$ cat config.mk
export PLATFORM = sky130hd
export DESIGN_NAME = cct_div
export DESIGN_NICKNAME = d
export VERILOG_FILES = /design/src/rtl/cct_pkg.sv /design/src/rtl/cct_div.sv
export SDC_FILE = /design/constraint.sdc
export NUM_CORES = 1
export LEC_CHECK = 0
export BUFFER_PORTS_ARGS = -buffer_cell sky130_fd_sc_hd__buf_2
export CAP_MARGIN = 0
export CELL_PAD_IN_SITES_DETAIL_PLACEMENT = 0
export CELL_PAD_IN_SITES_GLOBAL_PLACEMENT = 1
export CORE_MARGIN = 2
export CORE_UTILIZATION = 30
export DETAILED_ROUTE_END_ITERATION = 8
export GPL_TIMING_DRIVEN = 1
export PLACE_DENSITY = 0.55
export SYNTH_ARGS = -nofsm -noshare
export SYNTH_HDL_FRONTEND = slang
export SYNTH_SLANG_ARGS = --single-unit
$ cat constraint.sdc
create_clock -name clk -period 9.2 [get_ports clk]
set_input_delay 0.92 -clock clk [delete_from_list [all_inputs] [get_ports clk]]
set_output_delay 0.92 -clock clk [all_outputs]
set_load 0.05 [all_outputs]
$ cat src/rtl/cct_pkg.sv
`default_nettype none
package cct_pkg;

  localparam int ROWS_DEF       = 32;
  localparam int COLS_DEF       = 32;
  localparam int FIRST_COL_DEF  = 1;
  localparam int COUNT_BITS_DEF = 16;

  localparam int CMD_W  = 2;
  localparam int ROW_W  = 6;
  localparam int COL_W  = 5;
  localparam int AMT_W  = 16;
  localparam int PCT_W  = 7;
  localparam int HITS_W = 16;

  localparam int MAX_ITEMS = 32;
  localparam int PCT_SCALE = 100;

  typedef enum logic [CMD_W-1:0] {
    CMD_CLEAR = 2'd0,
    CMD_HIT   = 2'd1,
    CMD_QUERY = 2'd2
  } cmd_t;

  typedef enum logic [2:0] {
    ST_CLEAR,
    ST_IDLE,
    ST_HIT_WR,
    ST_Q_RD,
    ST_Q_CHK,
    ST_Q_DIV,
    ST_Q_EMIT,
    ST_Q_END
  } state_t;

  typedef struct packed {
    logic             done;
    logic [PCT_W-1:0] quot;
  } div_stat_t;

endpackage
`default_nettype wire

$ cat src/rtl/cct_div.sv
`default_nettype none
module cct_div #(
  parameter int NUM_W = cct_pkg::COUNT_BITS_DEF + cct_pkg::PCT_W,
  parameter int DEN_W = cct_pkg::COUNT_BITS_DEF + 5
) (
  input  wire logic               clk,
  input  wire logic               rst,
  input  wire logic               start,
  input  wire logic [NUM_W-1:0]   num,
  input  wire logic [DEN_W-1:0]   den,
  output cct_pkg::div_stat_t      stat
);

  localparam int XW = DEN_W + cct_pkg::PCT_W;
  localparam int KW = $clog2(cct_pkg::PCT_W);

  logic [XW-1:0]               rem;
  logic [XW-1:0]               dsh;
  logic [cct_pkg::PCT_W-1:0]   quot;
  logic [KW-1:0]               k;
  logic                        running;
  logic                        done;
  logic                        ge;

  // restoring division, one quotient bit per cycle, msb first
  assign ge = (rem >= dsh);

  always_ff @(posedge clk) begin
    if (rst) begin
      running <= 1'b0;
      done    <= 1'b0;
    end else begin
      done <= 1'b0;
      if (start) begin
        running <= 1'b1;
      end else if (running && (k == KW'(cct_pkg::PCT_W - 1))) begin
        running <= 1'b0;
        done    <= 1'b1;
      end
    end
  end

  always_ff @(posedge clk) begin
    if (start) begin
      rem  <= XW'(num);
      dsh  <= XW'(den) << (cct_pkg::PCT_W - 1);
      quot <= '0;
      k    <= '0;
    end else if (running) begin
      if (ge) begin
        rem <= rem - dsh;
      end
      dsh  <= dsh >> 1;
      quot <= {quot[cct_pkg::PCT_W-2:0], ge};
      k    <= k + KW'(1);
    end
  end

  assign stat.done = done;
  assign stat.quot = quot;

endmodule
`default_nettype wire

==> impl_metrics.py, run 1 <==
metrics = {
    "setup_path": {
        "slowest_stage": "or2b_1",
        "critical_path.endpoint_type": "flop",
        "slowest_delay_ns": 0.95,
        "path_depth": 10,
        "setup.worst_path.class": "reg -> reg",
        "path_cells": "inv_1 -> ha_1 -> fa_1 -> nand2b_1 -> a21oi_2 -> o41ai_2 -> o21a_4 -> o41ai_4 -> a21oi_4 -> or2b_1",
        "cp_max_fo": 23,
        "worstPathRequired_ns": 9.16,
        "reg2reg_depth": 10,
        "worst-path-buf-inv": 1,
        "critPathLaunchType": "flop",
        "crit_family": "compound AO/OA/AOI/OAI gates",
        "arrival_ns": 3.63,
    },
    "drt": {
        "post_drt_wl_per_cell_um": 15.2,
        "drtAntennaViolNets": 0,
        "wl_mm": 10.2,
        "first_pass_iters": 4,
        "viasPerCell": 4.91,
        "route.vias.total": 3309,
        "drt_iter0_markers": 141,
        "drc": 0,
    },
    "timing": {
        "setup_tns_ns": 0,
        "max_slew.worst_pin.slew_ns": 1.13,
        "final_hold_viol_count": 0,
        "finalCritPeriodShare_pct": 40.0,
        "rsz0062_at_grt": "no",
        "setup_viol": 0,
        "fin_crit_ns": 3.68,
        "timing.max_slew.rel_slack_pct": 24.6,
        "fmax_mhz": 272,
        "skew_ns": 0.00797,
        "slew_violations": 0,
    },
    "logic_synthesis": {
        "ys_seq_area_share_pct": 42.1,
        "synth-compound-area-share_pct": 21.8,
        "async_reset_ff_share_pct": 0,
        "synthAdderAreaFrac_pct": 9.05,
        "ys_seq_elements": 67,
        "postSynthNetCount": 520,
        "avgSynthCellArea_um2": 9.55,
        "synth_edf_count": 44,
        "syn-cell-area_um2": 4230,
        "synth_simple_gate_area_share_pct": 13.4,
        "synth_cells": 443,
        "synth_cell_types": 53,
        "synth_xor_area_share_pct": 5.17,
        "yosys_most_used_dff": "edfxtp_1",
        "synthMuxAreaShare_pct": 3.34,
        "synth_top_family_by_area": "compound AO/OA/AOI/OAI gates",
        "synth_warnings": 0,
    },
    "clock_network": {
        "clk_latency_ns": 0.35,
        "path_clk_slew_ns": 0.06,
        "cts-hold-fix-buffers": 0,
        "clock-sinks": 67,
        "tritoncts": "done",
        "cts_buffer_depth": 2,
        "post_cts_buffers": 0,
        "numCtsBuffers": 9,
        "cts.repair.resized": 0,
        "clock-root-buffer": "clkbuf_16",
        "htreeDepth": 3,
    },
    "power_and_ir_drop": {
        "ir_drop_mv": 0.114,
        "p_leak_nw": 2.16,
        "p_sw_share_pct": 33.6,
        "p_int_mw": 0.831,
        "seq_power_share_pct": 31.4,
        "p_per_area_nw_per_um2": 249,
        "total_power_mw": 1.25,
        "power.share.clock_pct": 32.5,
        "combPwrFrac_pct": 36.1,
        "power_switching_mw": 0.421,
    },
    "worst_hold_path": {
        "holdCritPathClass": "reg -> reg",
        "holdPathStages": 2,
    },
    "global_routing": {
        "grt-ovfl-total": 0,
        "grtUsageTotal_pct": 14.9,
        "antenna_found_initial": 0,
        "grt_pass1_wl_mm": 17.1,
        "grt_max_degree": 66,
        "grt_pass1_vias": 3452,
    },
    "die": {
        "coreArea_um2": 13800,
        "dieArea_um2": 15100,
        "start_util_pct": 30.6,
        "io_pins": 55,
        "die_x_um": 123,
        "die_h_um": 123,
        "rows": 43,
    },
    "run": {
        "maxCapViolations": 0,
    },
    "layout": {
        "diodes": 0,
        "layout-drive-gt1-share_pct": 16.8,
        "nets": 566,
        "synthToLayoutAreaGrowth_pct": 18.5,
    },
    "place": {
        "io_buffer_count": 54,
        "dp_hpwl_mm": 7.33,
        "place_congestion": 0.785,
    },
    "run_status": {
        "outcome": "completed",
    },
}
[state kept, by name (all words and copies together), names as in the netlist]
register and count:
rem 28, running 1, quot 7, done 1, dsh 27, k 3
[through the flow]
step                      instances  setup slack, ns  instance area (µm²)  utilization, %  hold WS [ns]
final                           674             5.52                 5020            36.3         0.496
after global routing            674             5.22                 5020            36.3         0.516
after CTS                       674             5.50                 5020            36.3         0.500
after detailed placement        658             5.52                 4660            33.7         0.486
after global placement          658             5.60                 4660            33.7         0.475
after floorplan                 443             6.10                 4230               -         0.453
[cell usage in the layout (no fill, tap or decap), types with 2 or more instances in the layout]
cell	synthesis	final
mux2i_1	13	13
o21ai_0	36	36
xor2_1	11	11
a21oi_2	2	2
a21oi_1	22	22
and3_1	3	3
o21bai_1	3	3
buf_2	1	54
a22o_1	20	20
nor4_1	2	2
nor2b_1	4	3
edfxtp_1	44	44
inv_1	36	36
a21o_1	14	14
nor3b_1	3	3
a31oi_1	4	4
buf_4	1	2
nand3_1	6	6
nand2b_1	10	10
bufinv_16	0	2
nand2_1	42	42
xnor2_1	14	14
clkbuf_16	0	11
dfxtp_1	23	23
a41oi_1	3	3
o211ai_1	3	3
nor2_1	37	37
nor3_1	4	4
ha_1	29	29
a211oi_1	5	5
nand4_1	7	7
[tightest hold or removal path: stages, from the launching register on]
cell	delay (ns)
dfxtp_1	0.33
mux2i_1	0.06
nor2_1	0.07
[final cells by class]
class / instances / area, µm²
fill: 1427 / 8810
multi-input combinational: 319 / 2230
sequential: 67 / 1780
timing repair buffer: 56 / 285
clock buffer: 11 / 275
tap: 180 / 225
inverter: 36 / 135
clock inverter: 5 / 78.8
[power by group through the flow]
stage / Combinational [mW] / Sequential (mW) / Clock (mW)
floorplan: 0.350 / 0.397 / 0
global placement: 0.453 / 0.398 / 0
detailed placement: 0.452 / 0.400 / 0
CTS: 0.455 / 0.394 / 0.418
global route: 0.511 / 0.399 / 0.426
finish: 0.451 / 0.393 / 0.407
[routing by layer]
| metal | global-route usage, % | vias up | routed length, µm |
|---|---|---|---|
| li1 | - | 1694 | - |
| met1 | 19.2 | 1559 | 4970 |
| met2 | 23.7 | 41 | 4700 |
| met3 | 3.81 | 15 | 365 |
| met4 | 6.11 | 0 | 191 |
| met5 | 0 | - | 0 |
[kinds of logic (layout without fill, tap and decap cells)]
group / count (synthesis) / after routing
xor+xnor: 25 / 25
fa+ha+maj: 30 / 30
mux: 14 / 14
compound gates: 127 / 127
simple gates: 123 / 123
buf+inv: 57 / 108
flops: 67 / 67
[cell usage after synthesis, types with 13 or more instances]
cell type / count / area, µm²
ha_1: 29 / 363
nand2_1: 42 / 158
dfxtp_1: 23 / 460
nor2_1: 37 / 139
edfxtp_1: 44 / 1320
a21oi_1: 22 / 110
xnor2_1: 14 / 123
clkbuf_1: 17 / 63.8
inv_1: 36 / 135
a22o_1: 20 / 175
a21o_1: 14 / 105
mux2i_1: 13 / 130
o21ai_0: 36 / 180
[path summary, 6_finish.rpt]
path / slack, ns / from / end
min: 0.50 / quot[6] / quot[6]
max reg2reg: 5.52 / rem[0] / rem[15]
max: 5.52 / rem[0] / rem[15]
min reg2reg: 0.50 / quot[6] / quot[6]
No activity file was read; power rests on OpenSTA's default activity.
==> inputs of run 2 (changes only) <==
Settings changed: ABC_AREA set to 1, PLACE_DENSITY 0.55 to 0.58.
Clock period 9.2 ns to 3.6 ns, I/O delays scaled along.
==> run 2 against run 1 <==
Area after synthesis up 11%. Sequential power rose to 2.5 times the previous value. Non-clock buffer count up 5. Critical endpoint is now rem[7]. Largest cell class unchanged. Highest routed layer unchanged.
==> impl_metrics.py, run 2 <==
metrics = {
    "drt": {
        "post_drt_wl_per_cell_um": 13.7,
        "wl_mm": 12.8,
        "drt_iter0_markers": 184,
        "route.vias.total": 4129,
        "viasPerCell": 4.41,
        "drtAntennaViolNets": 0,
        "drc": 0,
        "first_pass_iters": 4,
    },
    "logic_synthesis": {
        "synth_edf_count": 44,
        "yosys_most_used_dff": "edfxtp_1",
        "synth_most_common_cell": "nand2_1",
        "synth_cells": 662,
        "syn-cell-area_um2": 4710,
        "postSynthNetCount": 739,
        "synthTopCellsByCount": "nand2_1 (215), inv_1 (111), nor2_1 (54)",
        "ys_seq_elements": 67,
        "synth_top_cell_area_share_pct": 28.1,
        "synth_warnings": 0,
        "synth_area_leaders": "edfxtp_1 (28%), nand2_1 (17%), dfxtp_1 (9.8%)",
        "ys_seq_area_share_pct": 37.9,
        "avgSynthCellArea_um2": 7.11,
        "synth.largest_area_cell": "edfxtp_1",
        "synth_cell_types": 38,
        "async_reset_ff_share_pct": 0,
    },
    "clock_network": {
        "clk_latency_ns": 0.35,
        "cts.repair.resized": 0,
        "tritoncts": "done",
        "numCtsBuffers": 9,
        "clock-root-buffer": "clkbuf_16",
        "clock-sinks": 67,
        "htreeDepth": 3,
        "path_clk_slew_ns": 0.06,
        "cts-hold-fix-buffers": 0,
        "cts_buffer_depth": 2,
        "post_cts_buffers": 0,
    },
    "run_status": {
        "outcome": "completed",
    },
    "die": {
        "die_x_um": 129,
        "die_h_um": 129,
        "start_util_pct": 30.8,
        "io_pins": 55,
        "rows": 45,
        "dieArea_um2": 16700,
        "coreArea_um2": 15300,
    },
    "timing": {
        "slew_violations": 0,
        "fmax_mhz": 352,
        "finalCritPeriodShare_pct": 79.0,
        "final_hold_viol_count": 0,
        "max_slew.worst_pin.slew_ns": 0.585,
        "rsz0062_at_grt": "no",
        "setup_viol": 0,
        "fin_crit_ns": 2.84,
        "skew_ns": 0.00681,
        "timing.max_slew.rel_slack_pct": 61.0,
        "setup_tns_ns": 0,
    },
    "setup_path": {
        "r2r-end": "rem[7]",
        "reg2reg_slack_ns": 0.76,
        "path_depth": 13,
        "path_cells": "inv_1 -> ha_1 -> fa_1 -> inv_1 -> nand2_2 -> a21oi_2 -> nand2_1 -> nand3_2 -> nand3_2 -> nand2_4 -> nand2_2 -> nand2_1 -> buf_4",
        "reg2reg_depth": 13,
        "critical_path.endpoint_type": "flop",
        "worst-path-buf-inv": 3,
        "crit_family": "simple AND/OR/NAND/NOR gates",
        "reg2reg_from": "rem[0]",
        "worstPathRequired_ns": 3.65,
        "slowest_stage": "nand2_1",
        "cp_max_fo": 9,
        "critPathLaunchType": "flop",
        "timing.critical_path.from": "rem[0]",
        "slowest_delay_ns": 0.41,
        "setup.worst_path.class": "reg -> reg",
        "cp-endpoint": "rem[7]",
        "arrival_ns": 2.90,
    },
    "worst_hold_path": {
        "min_from": "rst",
        "holdCritPathClass": "in -> reg",
    },
    "place": {
        "io_buffer_count": 54,
        "place_congestion": 0.895,
        "dp.cells": 921,
        "dp_hpwl_mm": 10.2,
    },
    "layout": {
        "layout-drive-gt1-share_pct": 14.5,
        "stdcell_count": 937,
        "nets": 798,
        "diodes": 0,
        "largest_register_ffs": 28,
        "regMostFlops": "rem",
        "final_cell_mix": "nand2_1 (215), inv_1 (111), nor2_1 (54), buf_2 (54), edfxtp_1 (44)",
        "layout_commonest_cell": "nand2_1",
        "synthToLayoutAreaGrowth_pct": 17.7,
        "top_regs": "rem (28), dsh (27), quot (7)",
    },
    "global_routing": {
        "grt-ovfl-total": 0,
        "grtUsageTotal_pct": 16.2,
        "grt_pass1_vias": 4096,
        "grt_pass1_wl_mm": 20.8,
        "grt_max_degree": 58,
        "antenna_found_initial": 0,
    },
    "power_and_ir_drop": {
        "ir_drop_mv": 0.201,
        "p_per_area_nw_per_um2": 570,
        "p_leak_nw": 2.69,
    },
    "run": {
        "maxCapViolations": 0,
    },
}
==> run 2: cell types whose count changed in the layout (fill, tap and decap cells not counted), moves of 7 or more <==
cell / before / now
a21oi_1: 22 / 29
nand2b_1: 10 / 0
inv_1: 36 / 111
nand2_1: 42 / 215
a22o_1: 20 / 0
a21o_1: 14 / 1
o22ai_1: 1 / 11
xor2_1: 11 / 2
nor2_1: 37 / 54
nand3_1: 6 / 31
mux2i_1: 13 / 0
==> run 2: area by class of cell <==
cell class	count	area, µm²
clock inverter	4	20.0
sequential	67	1780
fill	1651	9720
multi-input combinational	468	2440
tap	211	264
inverter	114	428
clock buffer	12	279
timing repair buffer	61	323
==> run 2: stage by stage <==
step	utilization, %	power, mW	instance area [µm²]	hold WS [ns]	setup slack (ns)
floorplan	-	1.96	4710	0.432	1.01
global placement	34.3	2.29	5240	0.454	0.802
detailed placement	34.3	2.29	5240	0.445	0.674
CTS	36.3	3.20	5540	0.171	0.676
global route	36.3	3.39	5540	0.200	0.512
finish	36.3	3.16	5540	0.180	0.755
==> run 2: report_power, final <==
| part | internal, mW | switching, mW | total [mW] |
|---|---|---|---|
| clock | 0.545 | 0.342 | 0.887 |
| sequential | 0.948 | 0.0356 | 0.983 |
| combinational | 0.440 | 0.845 | 1.28 |
==> run 2: cell families after synthesis <==
logic type,after synthesis,share of synthesized area (%)
fa+ha+maj,30,8.14
buf+inv,127,10.2
flops,67,37.9
simple gates,336,31.0
compound gates,92,10.9
xor+xnor,10,1.86
==> run 2: routing by layer <==
layer,vias to the layer above,GRT usage (%),part of all wire (%)
li1,2235,-,-
met1,1819,22.4,52
met2,63,25.2,43
met3,12,2.64,3.6
met4,0,6.71,2.0
met5,-,0,0
==> run 2: how the worst min path moves through the flow <==
stage,endpoint,slack [ns],cells past startpoint
2_1_floorplan,dsh[0],0.43,2
3_3_place_gp,dsh[0],0.45,2
3_5_place_dp,quot[6],0.45,2
4_1_cts,running,0.17,2
5_1_grt,done,0.20,2
6_report,running,0.18,2
==> run 2: worst register-to-register path: stages, from the launching register on <==
cell and delay (ns):
edfxtp_1 0.32, inv_1 0.04, ha_1 0.21, fa_1 0.36, inv_1 0.11, nand2_2 0.08
a21oi_2 0.19, nand2_1 0.09, nand3_2 0.10, nand3_2 0.14, nand2_4 0.13, nand2_2 0.08
nand2_1 0.41, buf_4 0.29
==> inputs of run 3 (changes only) <==
Settings changed: ABC_AREA 1 to 0.
Clock period 3.6 ns to 2.57 ns, I/O delays scaled along.
==> run 3 against run 2 <==
The run now ends with setup timing left. Die area fell by 9.8%. Wire length down 14%. Critical path type unchanged. Hold slack got worse by 0.088 ns. Final cell count down 19%. Register-to-register slack got worse by 0.86 ns. Combinational power increased by 78%.
==> impl_metrics.py, run 3 (synthesis results as in run 1) <==
metrics = {
    "run_status": {
        "outcome": "finished, violations left",
        "failed_checks": "setup timing",
    },
    "power_and_ir_drop": {
        "p_leak_nw": 2.55,
        "ir_drop_mv": 0.352,
        "p_per_area_nw_per_um2": 836,
    },
    "run": {
        "maxCapViolations": 0,
    },
    "drt": {
        "drc": 0,
        "drt_iter0_markers": 117,
        "drtAntennaViolNets": 0,
        "route.vias.total": 3639,
        "viasPerCell": 4.81,
        "post_drt_wl_per_cell_um": 14.7,
        "wl_mm": 11.1,
        "first_pass_iters": 4,
    },
    "setup_path": {
        "worst-path-buf-inv": 1,
        "worstPathRequired_ns": 2.80,
        "path_cells": "inv_1 -> ha_2 -> fa_2 -> nand2b_4 -> a21oi_4 -> o41ai_4 -> o21a_4 -> o41ai_4 -> a21oi_4 -> a2111oi_4 -> mux2_4",
        "critPathLaunchType": "flop",
        "critical_path.endpoint_type": "flop",
        "cp_max_fo": 4,
        "slowest_delay_ns": 0.34,
        "crit_family": "compound AO/OA/AOI/OAI gates",
        "slowest_stage": "fa_2",
        "setup.worst_path.class": "reg -> reg",
        "arrival_ns": 2.91,
    },
    "layout": {
        "final_cell_mix": "buf_4 (82), buf_2 (54), edfxtp_1 (44)",
        "regMostFlops": "rem",
        "layout_commonest_cell": "buf_4",
        "diodes": 0,
        "top_regs": "rem (28), dsh (27), quot (7)",
        "layout-drive-gt1-share_pct": 34.5,
        "n_fill_cell": 1346,
        "synthToLayoutAreaGrowth_pct": 36.6,
        "fin_util_pct": 41.8,
        "stdcell_count": 756,
        "nets": 648,
        "largest_register_ffs": 28,
    },
    "global_routing": {
        "grt_pass1_wl_mm": 18.1,
        "grt_pass1_vias": 3709,
        "grtUsageTotal_pct": 15.6,
        "grt-ovfl-total": 0,
        "grt_max_degree": 51,
        "antenna_found_initial": 0,
    },
    "timing": {
        "max_slew.worst_pin.slew_ns": 0.646,
        "rsz0062_at_grt": "yes",
        "timing.max_slew.rel_slack_pct": 57.0,
        "final_hold_viol_count": 0,
        "finalCritPeriodShare_pct": 104,
        "fmax_mhz": 374,
        "fin_crit_ns": 2.67,
        "slew_violations": 0,
        "setup_viol": 26,
        "setup_ws_ns": -0.102,
        "skew_ns": 0.00944,
        "setup_tns_ns": -1.60,
    },
    "place": {
        "place_congestion": 0.836,
        "dp.cells": 733,
        "io_buffer_count": 54,
        "dp_slack_ns": -0.194,
        "dp_hpwl_mm": 8.00,
    },
    "clock_network": {
        "clock-root-buffer": "clkbuf_16",
        "numCtsBuffers": 9,
        "htreeDepth": 3,
        "tritoncts": "done",
        "clock-sinks": 67,
        "path_clk_slew_ns": 0.06,
        "clk_latency_ns": 0.34,
        "cts_buffer_depth": 2,
        "cts-hold-fix-buffers": 0,
    },
    "die": {
        "coreArea_um2": 13800,
        "die_x_um": 123,
        "dieArea_um2": 15100,
        "start_util_pct": 30.6,
        "rows": 43,
        "io_pins": 55,
        "die_h_um": 123,
    },
    "worst_hold_path": {
        "holdCritPathClass": "in -> reg",
    },
}
## run 3: cell types whose count changed in the layout (fill, tap and decap cells not counted), moves of 14 or more
| cell | before | now |
|---|---|---|
| buf_4 | 7 | 82 |
| nand3_1 | 31 | 6 |
| a22o_1 | 0 | 20 |
| a21oi_1 | 29 | 15 |
| nor2_1 | 54 | 37 |
| nand2_1 | 215 | 40 |
| inv_1 | 111 | 35 |
## run 3: timing repair
action | in CTS | in global routing
cloned | 1 | 1
pin swaps | 2 | 12
setup endpoints to repair | 30 | 36
resized for setup | 13 | 28
setup buffers | 1 | 4
## run 3: layout make-up
type | instances | area (µm²) | share of cell area [%]
sequential | 67 | 1780 | 30.8
tap | 180 | 225 | 3.90
clock inverter | 6 | 40.0 | 0.693
inverter | 36 | 135 | 2.34
multi-input combinational | 321 | 2480 | 43.0
timing repair buffer | 136 | 886 | 15.3
clock buffer | 10 | 229 | 3.96
## run 3: path summary, 6_finish.rpt
| kind | start | to | slack [ns] | cells past startpoint |
|---|---|---|---|---|
| worst max-delay path | rem[0] | rem[27] | -0.10 | 11 |
| worst min-delay path | rst | running | 0.09 | 2 |
| worst max register to register | rem[0] | rem[27] | -0.10 | 11 |
| worst min register to register | k[2] | done | 0.48 | 2 |
## run 3: power by group
| group | switching [mW] | leakage [nW] | internal, mW |
|---|---|---|---|
| clock | 0.481 | 0.137 | 0.653 |
| sequential | 0.0748 | 0.636 | 1.35 |
| combinational | 1.14 | 1.77 | 1.14 |
| total | 1.69 | 2.55 | 3.14 |
## run 3: metal layers
layer  global-route usage [%]  part of all wire (%)
met2                     25.5                    48
met3                     4.46                   3.6
met1                     19.9                    47
met5                        0                     0
met4                     4.81                  0.98
## run 3: through the flow
stage	hold slack, ns	power [mW]	instance area [µm²]
global route	0.101	5.18	5780
floorplan	0.329	2.70	4270
detailed placement	0.441	3.47	5260
finish	0.0919	4.83	5780
CTS	0.0728	4.73	5620
global placement	0.443	3.46	5260
